==> src/sv/cdup_pkg.sv <==
`timescale 1ns / 1ps

package cdup_pkg;

   localparam int BYTE_W       = 8;
   localparam int VALUE_W      = 32;
   localparam int KIND_W       = 3;
   localparam int LEB_COUNT_W  = 3;
   localparam int SLOT_W       = 2;
   localparam int SECTION_W    = 2;
   localparam int NUM_SECTIONS = 4;

   // Fifth LEB128 byte always closes the value.
   localparam logic [LEB_COUNT_W-1:0] LEB_LAST_COUNT = 3'd4;

   localparam int QUEUE_DEPTH = 2;

   localparam logic [KIND_W-1:0] KIND_STATIC_FIELD   = 3'd0;
   localparam logic [KIND_W-1:0] KIND_INSTANCE_FIELD = 3'd1;
   localparam logic [KIND_W-1:0] KIND_DIRECT_METHOD  = 3'd2;
   localparam logic [KIND_W-1:0] KIND_VIRTUAL_METHOD = 3'd3;
   localparam logic [KIND_W-1:0] KIND_EMPTY          = 3'd4;

   localparam logic [SLOT_W-1:0] SLOT_DELTA = 2'd0;
   localparam logic [SLOT_W-1:0] SLOT_FLAGS = 2'd1;
   localparam logic [SLOT_W-1:0] SLOT_CODE  = 2'd2;
   localparam logic [SLOT_W-1:0] SLOT_LAST  = 2'd3;

   typedef enum logic [3:0] {
      PH_IDLE    = 4'b0001,
      PH_HEADER  = 4'b0010,
      PH_MEMBERS = 4'b0100,
      PH_DONE    = 4'b1000
   } phase_type;

   // One decoded LEB128 value handed from the front to the back.
   typedef struct packed {
      logic               first;
      logic [VALUE_W-1:0] value;
   } value_entry_type;

   // One result record produced by the back.
   typedef struct packed {
      logic [KIND_W-1:0]  record_kind;
      logic [VALUE_W-1:0] member_index;
      logic [VALUE_W-1:0] access_bits;
      logic [VALUE_W-1:0] code_offset;
      logic               last_of_class;
   } record_type;

endpackage

==> src/sv/cdup_front.sv <==
`timescale 1ns / 1ps

module cdup_front (
   input  logic                            clock,
   input  logic                            reset,
   input  logic                            req_valid,
   output logic                            req_ready,
   input  logic [cdup_pkg::BYTE_W-1:0]     req_data_byte,
   input  logic                            req_start_of_item,
   input  logic                            queue_full,
   output logic                            push_valid,
   output cdup_pkg::value_entry_type       push_entry
);

   logic                                 started_ff, started_in;
   logic                                 first_pend_ff, first_pend_in;
   logic [cdup_pkg::LEB_COUNT_W-1:0]     count_ff, count_in;
   logic [cdup_pkg::VALUE_W-1:0]         value_ff, value_in;

   logic                                 accept;
   logic                                 active;
   logic [cdup_pkg::LEB_COUNT_W-1:0]     count_eff;
   logic [cdup_pkg::VALUE_W-1:0]         value_eff;
   logic [cdup_pkg::VALUE_W-1:0]         shifted;
   logic [cdup_pkg::VALUE_W-1:0]         assembled;
   logic                                 value_done;
   logic                                 first_eff;

   assign req_ready = !queue_full;
   assign accept    = req_valid && req_ready;
   assign active    = started_ff || req_start_of_item;

   assign count_eff = req_start_of_item ? '0 : count_ff;
   assign value_eff = req_start_of_item ? '0 : value_ff;
   assign first_eff = req_start_of_item || first_pend_ff;

   // Place the seven payload bits; the fifth byte gives only its low nibble.
   always_comb begin
      case (count_eff)
         3'd0:    shifted = {25'd0, req_data_byte[6:0]};
         3'd1:    shifted = {18'd0, req_data_byte[6:0], 7'd0};
         3'd2:    shifted = {11'd0, req_data_byte[6:0], 14'd0};
         3'd3:    shifted = {4'd0, req_data_byte[6:0], 21'd0};
         default: shifted = {req_data_byte[3:0], 28'd0};
      endcase
   end

   assign assembled  = value_eff | shifted;
   assign value_done = !req_data_byte[7] || (count_eff == cdup_pkg::LEB_LAST_COUNT);

   assign push_valid       = accept && active && value_done;
   assign push_entry.first = first_eff;
   assign push_entry.value = assembled;

   always_comb begin
      started_in    = started_ff;
      first_pend_in = first_pend_ff;
      count_in      = count_ff;
      value_in      = value_ff;
      if (accept && active) begin
         started_in = 1'b1;
         if (value_done) begin
            first_pend_in = 1'b0;
            count_in      = '0;
            value_in      = '0;
         end else begin
            first_pend_in = first_eff;
            count_in      = count_eff + 3'd1;
            value_in      = assembled;
         end
      end
   end

   always_ff @(posedge clock) begin
      if (reset) begin
         started_ff    <= 1'b0;
         first_pend_ff <= 1'b0;
         count_ff      <= '0;
         value_ff      <= '0;
      end else begin
         started_ff    <= started_in;
         first_pend_ff <= first_pend_in;
         count_ff      <= count_in;
         value_ff      <= value_in;
      end
   end

endmodule

==> src/sv/cdup_queue.sv <==
`timescale 1ns / 1ps

module cdup_queue #(
   parameter int DEPTH = cdup_pkg::QUEUE_DEPTH
) (
   input  logic                        clock,
   input  logic                        reset,
   input  logic                        push_valid,
   input  cdup_pkg::value_entry_type   push_entry,
   output logic                        full,
   output logic                        pop_valid,
   input  logic                        pop_ready,
   output cdup_pkg::value_entry_type   pop_entry
);

   localparam int PTR_W = (DEPTH > 1) ? $clog2(DEPTH) : 1;
   localparam int CNT_W = $clog2(DEPTH + 1);
   localparam logic [PTR_W-1:0] PTR_LAST = PTR_W'(DEPTH - 1);
   localparam logic [CNT_W-1:0] CNT_FULL = CNT_W'(DEPTH);

   cdup_pkg::value_entry_type entries_ff [DEPTH];

   logic [PTR_W-1:0] wr_ptr_ff, wr_ptr_in;
   logic [PTR_W-1:0] rd_ptr_ff, rd_ptr_in;
   logic [CNT_W-1:0] count_ff, count_in;
   logic             do_push;
   logic             do_pop;

   assign full      = (count_ff == CNT_FULL);
   assign pop_valid = (count_ff != '0);
   assign pop_entry = entries_ff[rd_ptr_ff];
   assign do_push   = push_valid && !full;
   assign do_pop    = pop_valid && pop_ready;

   always_comb begin
      wr_ptr_in = wr_ptr_ff;
      rd_ptr_in = rd_ptr_ff;
      count_in  = count_ff;
      if (do_push) begin
         wr_ptr_in = (wr_ptr_ff == PTR_LAST) ? '0 : wr_ptr_ff + PTR_W'(1);
      end
      if (do_pop) begin
         rd_ptr_in = (rd_ptr_ff == PTR_LAST) ? '0 : rd_ptr_ff + PTR_W'(1);
      end
      if (do_push && !do_pop) begin
         count_in = count_ff + CNT_W'(1);
      end else if (do_pop && !do_push) begin
         count_in = count_ff - CNT_W'(1);
      end
   end

   always_ff @(posedge clock) begin
      if (reset) begin
         wr_ptr_ff <= '0;
         rd_ptr_ff <= '0;
         count_ff  <= '0;
      end else begin
         wr_ptr_ff <= wr_ptr_in;
         rd_ptr_ff <= rd_ptr_in;
         count_ff  <= count_in;
      end
   end

   always_ff @(posedge clock) begin
      if (do_push) begin
         entries_ff[wr_ptr_ff] <= push_entry;
      end
   end

endmodule

==> src/sv/cdup_back.sv <==
`timescale 1ns / 1ps

module cdup_back (
   input  logic                        clock,
   input  logic                        reset,
   input  logic                        pop_valid,
   output logic                        pop_ready,
   input  cdup_pkg::value_entry_type   pop_entry,
   output logic                        rsp_valid,
   input  logic                        rsp_ready,
   output cdup_pkg::record_type        rsp_record
);

   localparam int NS = cdup_pkg::NUM_SECTIONS;

   cdup_pkg::phase_type                  phase_ff, phase_in;
   logic [cdup_pkg::SLOT_W-1:0]          slot_ff, slot_in;
   logic [cdup_pkg::SECTION_W-1:0]       section_ff, section_in;
   logic [cdup_pkg::VALUE_W-1:0]         counts_ff [NS];
   logic [cdup_pkg::VALUE_W-1:0]         counts_in [NS];
   logic [NS-1:0]                        nz_ff, nz_in;
   logic [cdup_pkg::VALUE_W-1:0]         left_ff, left_in;
   logic [cdup_pkg::VALUE_W-1:0]         index_ff, index_in;
   logic [cdup_pkg::VALUE_W-1:0]         flags_ff, flags_in;
   logic                                 rsp_valid_ff, rsp_valid_in;
   cdup_pkg::record_type                 record_ff, record_in;

   logic                                 pop;
   logic                                 emit;
   logic [cdup_pkg::VALUE_W-1:0]         v;
   cdup_pkg::phase_type                  eff_phase;
   logic [cdup_pkg::SLOT_W-1:0]          eff_slot;
   logic [NS-1:0]                        hdr_mask;
   logic [NS-1:0]                        above_mask;
   logic [NS-1:0]                        pick_mask;
   logic                                 pick_found;
   logic [cdup_pkg::SECTION_W-1:0]       pick_idx;
   logic                                 is_method;

   assign pop_ready  = !rsp_valid_ff || rsp_ready;
   assign pop        = pop_valid && pop_ready;
   assign v          = pop_entry.value;
   assign rsp_valid  = rsp_valid_ff;
   assign rsp_record = record_ff;

   // A start mark restarts the header from its first value.
   assign eff_phase = pop_entry.first ? cdup_pkg::PH_HEADER : phase_ff;
   assign eff_slot  = pop_entry.first ? cdup_pkg::SLOT_DELTA : slot_ff;
   assign is_method = section_ff[1];

   assign hdr_mask   = {(v != '0), nz_ff[NS-2:0]};
   assign above_mask = nz_ff & (4'b1110 << section_ff);
   assign pick_mask  = (eff_phase == cdup_pkg::PH_HEADER) ? hdr_mask : above_mask;

   // Lowest nonempty section in the candidate mask.
   always_comb begin
      pick_found = 1'b1;
      if (pick_mask[0]) begin
         pick_idx = 2'd0;
      end else if (pick_mask[1]) begin
         pick_idx = 2'd1;
      end else if (pick_mask[2]) begin
         pick_idx = 2'd2;
      end else if (pick_mask[3]) begin
         pick_idx = 2'd3;
      end else begin
         pick_idx   = 2'd0;
         pick_found = 1'b0;
      end
   end

   always_comb begin
      phase_in   = phase_ff;
      slot_in    = slot_ff;
      section_in = section_ff;
      counts_in  = counts_ff;
      nz_in      = nz_ff;
      left_in    = left_ff;
      index_in   = index_ff;
      flags_in   = flags_ff;
      record_in  = record_ff;
      emit       = 1'b0;
      if (pop) begin
         case (eff_phase)
            cdup_pkg::PH_HEADER: begin
               counts_in[eff_slot] = v;
               nz_in[eff_slot]     = (v != '0);
               if (eff_slot != cdup_pkg::SLOT_LAST) begin
                  phase_in = cdup_pkg::PH_HEADER;
                  slot_in  = eff_slot + 2'd1;
               end else if (!pick_found) begin
                  phase_in                = cdup_pkg::PH_DONE;
                  slot_in                 = cdup_pkg::SLOT_DELTA;
                  emit                    = 1'b1;
                  record_in.record_kind   = cdup_pkg::KIND_EMPTY;
                  record_in.member_index  = '0;
                  record_in.access_bits   = '0;
                  record_in.code_offset   = '0;
                  record_in.last_of_class = 1'b1;
               end else begin
                  phase_in   = cdup_pkg::PH_MEMBERS;
                  slot_in    = cdup_pkg::SLOT_DELTA;
                  section_in = pick_idx;
                  left_in    = (pick_idx == cdup_pkg::SLOT_LAST) ? v : counts_ff[pick_idx];
                  index_in   = '0;
               end
            end
            cdup_pkg::PH_MEMBERS: begin
               if (slot_ff == cdup_pkg::SLOT_DELTA) begin
                  index_in = index_ff + v;
                  slot_in  = cdup_pkg::SLOT_FLAGS;
               end else if (slot_ff == cdup_pkg::SLOT_FLAGS && is_method) begin
                  flags_in = v;
                  slot_in  = cdup_pkg::SLOT_CODE;
               end else begin
                  emit                    = 1'b1;
                  record_in.record_kind   = {1'b0, section_ff};
                  record_in.member_index  = index_ff;
                  record_in.access_bits   = is_method ? flags_ff : v;
                  record_in.code_offset   = is_method ? v : '0;
                  record_in.last_of_class = 1'b0;
                  left_in                 = left_ff - 32'd1;
                  slot_in                 = cdup_pkg::SLOT_DELTA;
                  if (left_ff == 32'd1) begin
                     if (!pick_found) begin
                        record_in.last_of_class = 1'b1;
                        phase_in                = cdup_pkg::PH_DONE;
                     end else begin
                        section_in = pick_idx;
                        left_in    = counts_ff[pick_idx];
                        index_in   = '0;
                     end
                  end
               end
            end
            default: begin
               // Idle or complete: drop the value.
            end
         endcase
      end
      rsp_valid_in = pop ? emit : (rsp_valid_ff && !rsp_ready);
   end

   always_ff @(posedge clock) begin
      if (reset) begin
         phase_ff     <= cdup_pkg::PH_IDLE;
         slot_ff      <= '0;
         section_ff   <= '0;
         nz_ff        <= '0;
         rsp_valid_ff <= 1'b0;
      end else begin
         phase_ff     <= phase_in;
         slot_ff      <= slot_in;
         section_ff   <= section_in;
         nz_ff        <= nz_in;
         rsp_valid_ff <= rsp_valid_in;
      end
   end

   always_ff @(posedge clock) begin
      counts_ff <= counts_in;
      left_ff   <= left_in;
      index_ff  <= index_in;
      flags_ff  <= flags_in;
      record_ff <= record_in;
   end

endmodule

==> src/sv/class_data_uleb128_parser_unit.sv <==
`timescale 1ns / 1ps
// Path: a byte that completes a member (or an all-zero header) is registered in the
//   value queue, then its result is registered in the back's output register.
// Throughput: one byte per cycle while the value queue is not full; the two-entry value
//   queue and the output register let the byte and result sides stall independently.
// Reset (synchronous, active high): parser idle, queue empty, no result pending;
//   bytes are ignored until one arrives with start_of_item set.
module class_data_uleb128_parser_unit #(
   parameter int QUEUE_DEPTH = cdup_pkg::QUEUE_DEPTH
) (
   input  logic                              clock,
   input  logic                              reset,
   input  logic                              req_valid,
   output logic                              req_ready,
   input  logic [cdup_pkg::BYTE_W-1:0]       req_data_byte,
   input  logic                              req_start_of_item,
   output logic                              rsp_valid,
   input  logic                              rsp_ready,
   output logic [cdup_pkg::KIND_W-1:0]       rsp_record_kind,
   output logic [cdup_pkg::VALUE_W-1:0]      rsp_member_index,
   output logic [cdup_pkg::VALUE_W-1:0]      rsp_access_bits,
   output logic [cdup_pkg::VALUE_W-1:0]      rsp_code_offset,
   output logic                              rsp_last_of_class
);

   // Front: LEB128 assembly, one byte per request. A request either extends
   // the value in flight or completes it; completed values are pushed to the
   // queue tagged with whether they open a new item.
   logic                        push_valid;
   cdup_pkg::value_entry_type   push_entry;
   logic                        queue_full;

   // Queue: short FIFO of complete values between front and back.
   logic                        pop_valid;
   logic                        pop_ready;
   cdup_pkg::value_entry_type   pop_entry;

   // Back: header/section walk, one value per cycle unless an untaken result holds the output register.
   cdup_pkg::record_type        record;

   cdup_front u_front (
      .clock             (clock),
      .reset             (reset),
      .req_valid         (req_valid),
      .req_ready         (req_ready),
      .req_data_byte     (req_data_byte),
      .req_start_of_item (req_start_of_item),
      .queue_full        (queue_full),
      .push_valid        (push_valid),
      .push_entry        (push_entry)
   );

   cdup_queue #(
      .DEPTH (QUEUE_DEPTH)
   ) u_queue (
      .clock      (clock),
      .reset      (reset),
      .push_valid (push_valid),
      .push_entry (push_entry),
      .full       (queue_full),
      .pop_valid  (pop_valid),
      .pop_ready  (pop_ready),
      .pop_entry  (pop_entry)
   );

   cdup_back u_back (
      .clock      (clock),
      .reset      (reset),
      .pop_valid  (pop_valid),
      .pop_ready  (pop_ready),
      .pop_entry  (pop_entry),
      .rsp_valid  (rsp_valid),
      .rsp_ready  (rsp_ready),
      .rsp_record (record)
   );

   // Unpack the result register onto the response ports.
   assign rsp_record_kind   = record.record_kind;
   assign rsp_member_index  = record.member_index;
   assign rsp_access_bits   = record.access_bits;
   assign rsp_code_offset   = record.code_offset;
   assign rsp_last_of_class = record.last_of_class;

   // The empty-class record is always the final one and carries zeros.
   a_empty_is_last: assert property (@(posedge clock) disable iff (reset)
      rsp_valid && (rsp_record_kind == cdup_pkg::KIND_EMPTY)
      |-> rsp_last_of_class && (rsp_member_index == '0) && (rsp_access_bits == '0))
      else $error("empty-class record malformed");

   // Field records never carry a code offset.
   a_field_no_code: assert property (@(posedge clock) disable iff (reset)
      rsp_valid && ((rsp_record_kind == cdup_pkg::KIND_STATIC_FIELD) ||
                    (rsp_record_kind == cdup_pkg::KIND_INSTANCE_FIELD))
      |-> (rsp_code_offset == '0))
      else $error("field record with nonzero code offset");

   // Coming out of reset the queue is empty, so requests are taken at once.
   a_ready_after_reset: assert property (@(posedge clock)
      !reset && $past(reset) |-> req_ready)
      else $error("not ready after reset");

endmodule
==> config.mk <==
export PLATFORM = sky130hd
export DESIGN_NAME = class_data_uleb128_parser_unit
export DESIGN_NICKNAME = d
export VERILOG_FILES = /design/src/sv/cdup_pkg.sv /design/src/sv/cdup_front.sv /design/src/sv/cdup_queue.sv /design/src/sv/cdup_back.sv /design/src/sv/class_data_uleb128_parser_unit.sv
export SDC_FILE = /design/constraint.sdc
export NUM_CORES = 1
export LEC_CHECK = 0
export ABC_AREA = 0
export BUFFER_PORTS_ARGS = -buffer_cell sky130_fd_sc_hd__clkbuf_2
export CAP_MARGIN = 0
export CORE_UTILIZATION = 60
export CTS_CLUSTER_DIAMETER = 200
export DETAILED_ROUTE_END_ITERATION = 10
export GPL_TIMING_DRIVEN = 1
export PLACE_DENSITY = 0.79
export SLEW_MARGIN = 20
export SYNTH_ARGS = -nofsm -noshare
export SYNTH_HDL_FRONTEND = slang
export SYNTH_SLANG_ARGS = --single-unit
==> constraint.sdc <==
create_clock -name clock -period 17.02 [get_ports clock]
set_input_delay 3.404 -clock clock [delete_from_list [all_inputs] [get_ports clock]]
set_output_delay 3.404 -clock clock [all_outputs]
set_load 0.05 [all_outputs]
* After elaboration in Yosys (flattened, before gate mapping)
Memory sizes are Yosys's and may differ from the RTL's. A register that Yosys moved wholly into a read port is not among the register bits.
Index checks and enable logic that the tools add are counted.
** Cells by class
- Add/subtract/negate cells :: 8
- Multiply operators :: 0
- Divide/modulo/power cells :: 0
- Order comparisons :: 5
- Equal/unequal tests :: 20
- Shift operators :: 1
- Mux-type cells :: 79
- Bitwise operators :: 5
- Reduce and logical (&&, ||, !) cells :: 35
** Operators with widths (count)
- $mux W32 :: 19
- $mux W100 :: 4
- $pmux W100 S2 :: 1
- $bwmux W128 :: 1
- $pmux W32 S2 :: 2
- $pmux W32 S4 :: 1
- $bmux W32 S2 :: 1
- $demux W32 S2 :: 1
- $add A32 B32 Y32 :: 1
- $eq A32 B1 Y1 const B :: 1
- $mux W4 :: 8
- $or A32 B32 Y32 :: 1
- $reduce_bool A32 Y1 :: 1
- $sub A32 B1 Y32 const B :: 1
- $mux W2 :: 15
- $reduce_and A6 Y1 :: 4
- $mux W1 :: 18
- $ne A2 B2 Y1 const B :: 6
- $logic_and A1 B1 Y1 :: 11
- $pmux W2 S2 :: 2
- $pmux W4 S2 :: 1
- $eq A3 B2 Y1 const B :: 2
- $ge A3 B3 Y1 const B :: 2
- $logic_not A1 Y1 :: 6
- 31 further kinds :: 43
** Word-level totals
- Register bits after elaboration :: 378
- Bits in latches :: 0
- Bits in writable memories :: 66
- Bits in read-only memories :: 0
- Input bits :: 13
- Output and inout bits :: 102
- Word-level logic and storage cells :: 178
- Memories :: 1
** Memories
- u_queue.entries_ff :: depth 2, bits a word 33, rd ports 1, clocked after Yosys merged registers in 1, wr ports 1, line cdup_queue.sv:21 : cdup_pkg::value_entry_type entries_ff [DEPTH];

* Logic depth before layout (Yosys ltp)
Gate-level depths: netlist of the first run.
- Depth after elaboration :: 16
- Mapped depth :: 15
- Depth with buffers taken out :: 13

* Modules after synthesis
From an unflattened synthesis of the first run, not the netlist that was laid out.
** Unflattened totals
- Cell total of the unflattened synthesis :: 1610
- Area, all modules :: 20125.6 um^2
** By module, submodules not included
- cdup_back :: times used 1, cells each 1201, area an instance 15587.4 um^2, seq. area each 9989.6 um^2
- cdup_queue :: times used 1, cells each 128, area an instance 2593.7 um^2, seq. area each 2082.0 um^2
- cdup_front :: times used 1, cells each 281, area an instance 1944.4 um^2, seq. area each 740.7 um^2

* Least setup slack after synthesis of the first run
Ideal clock, no wire load.
- Path kind :: input to register
- Start :: in rsp_ready
- End :: reg u_back.record_ff, in the netlist u_back.rsp_record[0] (enable)
- Setup time :: 0.592 ns
- Arrival time :: 8.934 ns
- Data required time :: 16.428 ns
- Slack :: 7.493 ns
- Cell stages on the path :: 5
- Path buffers :: 0
- Cells stage by stage :: nand2b_1 o21ai_1 a21o_1 a21o_1 a21oi_1
** On the way
- Word-level cells in the longest chain between the ends :: 3
** Ends and longest elaborated chain
- start: declaration :: line class_data_uleb128_parser_unit.sv:18 : input logic rsp_ready,
- $logic_or A1 B1 Y1 :: line cdup_back.sv:40 : assign pop_ready = !rsp_valid_ff || rsp_ready;
- $logic_and A1 B1 Y1 :: line cdup_back.sv:41 : assign pop = pop_valid && pop_ready;
- $reduce_and A6 Y1 (no source line)
- end signal: assignment :: line cdup_back.sv:165 : record_ff <= record_in;
- end: declaration :: line cdup_back.sv:26 : cdup_pkg::record_type record_ff, record_in;
No other way between the ends.
A chain may end at the register's enable or synchronous reset.

* Worst setup path after layout of the first run
- Start :: in req_start_of_item
- End :: mem u_queue.entries_ff[0][8] in the netlist's numbering (enable)
** On the way
- Word-level cells in the longest chain between the ends :: 7
- Elaborated cells on any way between the ends :: 9
- Those cells by class :: eq/ne (1); mux (3); reduce/logical (5)
** Ends and longest elaborated chain
- start: declaration :: line class_data_uleb128_parser_unit.sv:16 : input logic req_start_of_item,
- $mux W3 :: line cdup_front.sv:33 : assign count_eff = req_start_of_item ? '0 : count_ff;
- $eq A3 B3 Y1 :: line cdup_front.sv:49 : assign value_done = !req_data_byte[7] || (count_eff == cdup_pkg::LEB_LAST_COUNT);
- $logic_or A1 B1 Y1 :: line cdup_front.sv:49
- $logic_and A1 B1 Y1 (*) :: line cdup_front.sv:51 : assign push_valid = accept && active && value_done;
- $logic_and A1 B1 Y1 (*) :: line cdup_queue.sv:32 : assign do_push = push_valid && !full;
- net u_queue.do_push :: line cdup_queue.sv:26 : logic do_push;
- $mux W1 (*) :: line cdup_queue.sv:65 : if (do_push) begin
- $mux W1 (implied by the code) (*) :: line cdup_queue.sv:66 : entries_ff[wr_ptr_ff] <= push_entry;
- end: declaration :: line cdup_queue.sv:21
Mark *: on every way through the listed nets, which the timed path passes. The rest lies on a longest branch.

==> metrics, run 1 <==
outcome=completed; fin worst setup slack=11450 ps; RSZ-0062 raised after global routing=false; placement-stage cell area=21600 um2; detailed-router iteration count before antenna repair=6; antenna violations before repair=0; share of the yosys chip area belonging to registers=62.1%; Design Area, Final=23000 um2; wire per inst=20.8 um; pin count of the biggest net entering global routing=104; cell chosen for the clock root=sky130_fd_sc_hd__clkbuf_16; ordered list of cells on the worst path=clkbuf_2, nand2b_1, ha_1, inv_1, o21ai_0, nor2b_1, nor2b_2, buf_4; number of clock buffers inserted by TritonCTS=44; PnR Total Power=3.40 mW; Clk pin slew, worst setup/hold paths=60 ps; most common library cell in the layout ignoring fill and taps=sky130_fd_sc_hd__edfxtp_1; path class of the lowest-slack min-delay path=reg2reg; Met3 Wirelength=3780 um; final routed wirelength across all metal layers=48500 um; Clock Latency Late Sink=560 ps; Clock Power Share=27.5%; commonest cells after routing, fill and taps aside=390 x sky130_fd_sc_hd__edfxtp_1, 215 x sky130_fd_sc_hd__nor2_1, 130 x sky130_fd_sc_hd__a21oi_1; first-pass GRT wire length=74800 um; floorplan die height=187 um; Synth async-reset ratio=0%; net switching share of the total power=34.6%; leftover overflow at the end of global routing=0; met1 routed wirelength after detailed routing=19900 um; DR iter-0 viols=1713; Core Area=33700 um2; Place WS=10860 ps; Residual DRC=0; amount of wire on met2 after detailed routing=22600 um; number of rows in the core area=67; number of I/O pins=115; element type at the critical path start=input pin; Data arrival, critical path=5770 ps; largest stage delay on the critical path=550 ps; flip-flop and latch count after synthesis=445; total die area=35100 um2; TritonCTS clock tree=yes; die width=187 um; count of fill cells added during filler insertion=2438; maximum vdd ir drop=0.0884 mV; clk sink count=445; Setup Crit Path Kind=in2reg; Synthesized Nets=1799; maximum fanout count along the critical path=38; Maximum Capacitance Violations=0; GRT Total Usage=27.3%; number of warnings printed during yosys synthesis=0; areal power density over the cells=148 nW/um2; pin slew with the least headroom to its limit=1100 ps; clock period minus final worst setup slack=5570 ps; post-CTS sizing=0; Top Metal Used=met4; maximum buffer depth of the clock tree=3; via count of the first global-routing pass=13700; Synth-to-Final Area Change=11.6%; final RePlAce weighted congestion=0.893; Pint=2.22 mW; count of flip-flops with a built-in enable after synthesis=390; Diodes inserted=0; Setup Buffers After CTS=0; Total Nets Final=1901; worst endpoint required time=17220 ps; number of hold violations in the final report=0; cell area after technology mapping=20600 um2; post-synthesis cell count=1742; Critical Path Sink Type=register; slew margin rel.=26.7%; leakage power total=8.39 nW; remaining antenna violation count=0; net switching component of the power=1.18 mW; port bufs=114; vias after detailed routing=14300; Critical Path Slowest Stage Cell=sky130_fd_sc_hd__clkbuf_2; fraction of final layout cells with drive strength greater than 1=14.3%; Initial Utilization=61.2%; Vias/cell=6.15; total of endpoints with negative setup slack in the final report=0; mean instance size in the synthesized netlist=11.8 um2; Logic pwr share=30.5%; Hold-fix buffers, CTS=0; Final Cycle Share=32.7%; final max-slew violation count=0; setup skew after layout=19.6 ps; number of distinct library cell variants in the gate-level netlist after synthesis=73; Top FF cell, synth=sky130_fd_sc_hd__edfxtp_1; HPWL after detailed placement=31200 um; count of H-tree levels built during CTS=2; proportion of power drawn by flip-flops and latches=42.0%; Total Negative Setup Slacks=0 ps; maximum clock frequency=0.180 GHz
worst max-delay path, delay by kind of cell:
kind                     cells  cell delay (ps)
AO/OA/AOI/OAI                1              310
AND/OR/NAND/NOR              3              850
adder cells (fa/ha/maj)      1              190
buffers and inverters        3              990
cell type report:
class	count	area [um2]	share of cell area, %
Timing Repair Buffer	147	818	3.55
Clock buffer	59	1270	5.51
Inverter	78	293	1.27
Clock inverter	22	129	0.559
Sequential cell	445	12800	55.6
Multi-Input combinational cell	1128	7150	31.0
Tap cell	448	561	2.43
path summary, 6_finish.rpt:
path	startpoint	endpoint	slack, ps	cells past startpoint
max reg2reg	register	u_back.rsp_record[70]$_SDFFCE_PN0P_	12060	11
min reg2reg	u_front.started_ff$_SDFFE_PP0P_	u_front.started_ff$_SDFFE_PP0P_	450	2
min	u_front.started_ff$_SDFFE_PP0P_	u_front.started_ff$_SDFFE_PP0P_	450	2
max	req_start_of_item	u_queue.entries_ff[0][8]$_DFFE_PP_	11450	8
routing by layer:
layer	vias up	GRT usage [%]
met5	-	0
met4	0	13.1
met3	130	3.71
met2	711	43.7
met1	6865	37.1
li1	6600	-
power by group through the flow:
stage	registers [mW]	logic [mW]	clock network [mW]
finish	1.43	1.04	0.937
global route	1.44	1.12	0.987
CTS	1.43	1.03	0.948
detailed placement	1.45	1.03	0
global placement	1.44	0.995	0
floorplan	1.57	0.658	0
logic make-up after synthesis:
group | synth area share (%)
AOI/OAI and AO/OA | 12.7
muxes | 4.40
buffers and inverters | 3.53
DFF | 62.1
adders and majority gates | 2.70
xor gates and xnor gates | 2.25
and+or+nand+nor | 12.3
cell usage after synthesis, types with 9 or more instances:
| library cell | n | area (um2) |
|---|---|---|
| sky130_fd_sc_hd__mux2i_1 | 88 | 881 |
| sky130_fd_sc_hd__nor2_1 | 218 | 818 |
| sky130_fd_sc_hd__edfxtp_1 | 390 | 11700 |
| sky130_fd_sc_hd__nand2b_1 | 15 | 93.8 |
| sky130_fd_sc_hd__and2_1 | 46 | 288 |
| sky130_fd_sc_hd__dfxtp_1 | 55 | 1100 |
| sky130_fd_sc_hd__xor2_1 | 20 | 175 |
| sky130_fd_sc_hd__buf_1 | 9 | 33.8 |
| sky130_fd_sc_hd__a21o_1 | 22 | 165 |
| sky130_fd_sc_hd__nand3_1 | 26 | 130 |
| sky130_fd_sc_hd__nor4_1 | 19 | 119 |
| sky130_fd_sc_hd__nor2b_1 | 25 | 156 |
| sky130_fd_sc_hd__a21oi_1 | 131 | 656 |
| sky130_fd_sc_hd__a211oi_2 | 18 | 225 |
| sky130_fd_sc_hd__xnor2_1 | 33 | 289 |
| sky130_fd_sc_hd__nand2_1 | 106 | 398 |
| sky130_fd_sc_hd__a211oi_1 | 28 | 210 |
| sky130_fd_sc_hd__o21ai_0 | 99 | 495 |
| sky130_fd_sc_hd__inv_1 | 78 | 293 |
| sky130_fd_sc_hd__clkbuf_1 | 56 | 210 |
| sky130_fd_sc_hd__buf_2 | 10 | 50.1 |
| sky130_fd_sc_hd__nor3_1 | 34 | 170 |
| sky130_fd_sc_hd__a22oi_1 | 36 | 270 |
| sky130_fd_sc_hd__nand4_1 | 10 | 62.6 |
| sky130_fd_sc_hd__o22ai_1 | 10 | 62.6 |
| sky130_fd_sc_hd__ha_1 | 43 | 538 |
flip-flops by register name (all words and copies together), names as in the netlist, 2 cells and up, named ones only:
signal / flops
u_queue.count_ff: 2
u_back.index_ff: 32
u_back.nz_ff: 4
u_front.value_ff: 32
u_back.slot_ff: 2
u_back.counts_ff: 128
u_back.phase_ff: 4
u_back.rsp_record: 100
u_back.flags_ff: 32
u_queue.entries_ff: 66
u_back.section_ff: 2
u_front.count_ff: 3
u_back.left_ff: 32
per-stage QoR:
stage | utilization (%) | hold WS, ps | std cells
6_report | 68.4 | 448 | 2327
5_1_grt | 68.4 | 481 | 2327
4_1_cts | 68.3 | 449 | 2327
3_5_place_dp | 64.2 | 439 | 2246
3_3_place_gp | 64.2 | 435 | 2246
2_1_floorplan | - | 426 | 1742
Note: power is estimated with default switching activity, not from simulation.
==> run 2: changes to the inputs <==
ABC_AREA = 1   (was 0)
PLACE_DENSITY = 0.78   (was 0.79)
clock period = 5.44 ns   (was 17.02 ns; I/O delays follow)
==> metrics, run 2 <==
outcome=completed; Synth-to-Final Area Change=11.4%; maximum vdd ir drop=0.367 mV; most flop-heavy register=u_back.counts_ff; post-synthesis cell count=2294; Total Negative Setup Slacks=0 ps; Place WS=899 ps; count of H-tree levels built during CTS=2; Initial Utilization=61.6%; TritonCTS clock tree=yes; mean instance size in the synthesized netlist=9.37 um2; post-synth top area cell=sky130_fd_sc_hd__edfxtp_1; Critical Path Sink Type=register; Total Nets Final=2456; final max-slew violation count=0; Setup Crit Path Kind=reg2reg; reg-to-reg slack, setup=830 ps; flip-flop count of the largest register after layout=128; total of endpoints with negative setup slack in the final report=0; leakage power total=9.94 nW; leading cell types by count after synthesis=470 x sky130_fd_sc_hd__nand2_1, 390 x sky130_fd_sc_hd__edfxtp_1, 349 x sky130_fd_sc_hd__inv_1; via count of the first global-routing pass=16000; proportion of netlist area held by the largest area contributor=54.5%; Synthesized Nets=2351; Clk pin slew, worst setup/hold paths=60 ps; Top FF cell, synth=sky130_fd_sc_hd__edfxtp_1; largest stage delay on the critical path=940 ps; final routed wirelength across all metal layers=58500 um; count of non-filler cells in the finished layout=2887; clk sink count=445; most area-consuming cells after synthesis=sky130_fd_sc_hd__edfxtp_1 55%, sky130_fd_sc_hd__nand2_1 8.2%, sky130_fd_sc_hd__inv_1 6.1%; detailed-router iteration count before antenna repair=6; GRT Total Usage=32.5%; ordered list of cells on the worst path=inv_2, nand2_1, nand2_1, inv_2, nand2_2, o21ai_1, nand2_1, inv_2, nand3_4, nor2_1, nor2_1, nor2_4, buf_4; smallest hold slack=446 ps; fin worst setup slack=830 ps; HPWL after detailed placement=39400 um; number of clock buffers inserted by TritonCTS=45; Maximum Capacitance Violations=0; clock period minus final worst setup slack=4610 ps; Synth async-reset ratio=0%; die width=191 um; leftover overflow at the end of global routing=0; count leader, synth=sky130_fd_sc_hd__nand2_1; RSZ-0062 raised after global routing=false; Core Area=34900 um2; number of hold violations in the final report=0; Vias/cell=5.87; pin slew with the least headroom to its limit=1020 ps; floorplan die height=191 um; most common library cell in the layout ignoring fill and taps=sky130_fd_sc_hd__nand2_1; cell area after technology mapping=21500 um2; buffers plus inverters on the worst setup path=4; count of flip-flops with a built-in enable after synthesis=390; fraction of final layout cells with drive strength greater than 1=10.9%; slew margin rel.=31.6%; Setup Buffers After CTS=0; post-placement cell count=2807; number of rows in the core area=68; Residual DRC=0; worst endpoint required time=5630 ps; number of warnings printed during yosys synthesis=0; flip-flop and latch count after synthesis=445; commonest cells after routing, fill and taps aside=469 x sky130_fd_sc_hd__nand2_1, 390 x sky130_fd_sc_hd__edfxtp_1, 343 x sky130_fd_sc_hd__inv_1; setup skew after layout=11.5 ps; cell chosen for the clock root=sky130_fd_sc_hd__clkbuf_16; Data arrival, critical path=4800 ps; vias after detailed routing=16900; antenna violations before repair=1; maximum clock frequency=0.217 GHz; pin count of the biggest net entering global routing=71; share of the yosys chip area belonging to registers=59.6%; element type at the critical path start=register; port bufs=114; Critical Path Slowest Stage Cell=sky130_fd_sc_hd__dfxtp_2; post-CTS sizing=0; Hold-fix buffers, CTS=0; Top Family by Delay on Critical Path=simple AND/OR/NAND/NOR gates; total die area=36600 um2; number of distinct library cell variants in the gate-level netlist after synthesis=43; first-pass GRT wire length=90000 um; Clock Latency Late Sink=570 ps; number of I/O pins=115; Final Cycle Share=84.8%; maximum fanout count along the critical path=69; wire per inst=20.3 um; path class of the lowest-slack min-delay path=reg2reg; maximum buffer depth of the clock tree=3; remaining antenna violation count=0; areal power density over the cells=538 nW/um2; DR iter-0 viols=2069; count of fill cells added during filler insertion=2621; final RePlAce weighted congestion=0.980
## run 2: changes by cell type after synthesis, sizes merged, moves of 21 or more
cell    change
nor3       -21
nor2b      -25
a211oi     -45
nand3     +198
and2       -46
mux2i      -88
o21ai      +31
inv       +279
nand2     +369
a22oi      -26
a21oi      +21
## run 2: layout make-up
cell class / instances / area, um2 / area share (%)
antenna: 1 / 2.50 / 0.0105
tap: 455 / 569 / 2.38
clock buffer: 53 / 1160 / 4.83
clock inverter: 26 / 313 / 1.31
sequential: 445 / 12800 / 53.6
inverter: 358 / 1340 / 5.62
timing repair buffer: 148 / 826 / 3.45
multi-input combinational: 1401 / 6900 / 28.9
## run 2: cell families after synthesis
group | synth area share, %
simple gates | 18.9
buf+inv | 8.43
flops | 59.6
compound gates | 9.09
fa+ha+maj | 2.60
xor+xnor | 1.35
## run 2: where the power goes
group	switching [mW]	internal, mW	leakage [nW]
Sequential	0.278	4.54	4.01
Combinational	3.68	1.23	5.22
Clock	1.32	1.82	0.713
## run 2: metrics by stage
step | utilization (%) | power, mW | area [um2]
4_1_cts | 68.6 | 12.8 | 23900
5_1_grt | 68.6 | 13.5 | 23900
3_3_place_gp | 64.4 | 9.53 | 22500
6_report | 68.6 | 12.9 | 23900
2_1_floorplan | - | 8.32 | 21500
3_5_place_dp | 64.4 | 9.66 | 22500
## run 2: path summary, 6_finish.rpt
kind,startpoint,to,cells past startpoint
worst min register to register,u_queue.rd_ptr_ff$_SDFFE_PP0P_,register,1
worst max-delay path,register,u_back.rsp_record[4]$_SDFFCE_PN0P_,13
worst max register to register,register,u_back.rsp_record[4]$_SDFFCE_PN0P_,13
worst min-delay path,u_queue.rd_ptr_ff$_SDFFE_PP0P_,register,1
## run 2: per-layer routing
metal,share of wire [%],global-route usage [%],vias up
met5,0,0,-
met4,3.4,11.7,0
met3,10,6.08,125
met2,47,51.7,917
met1,40,44.8,8029
li1,-,-,7871
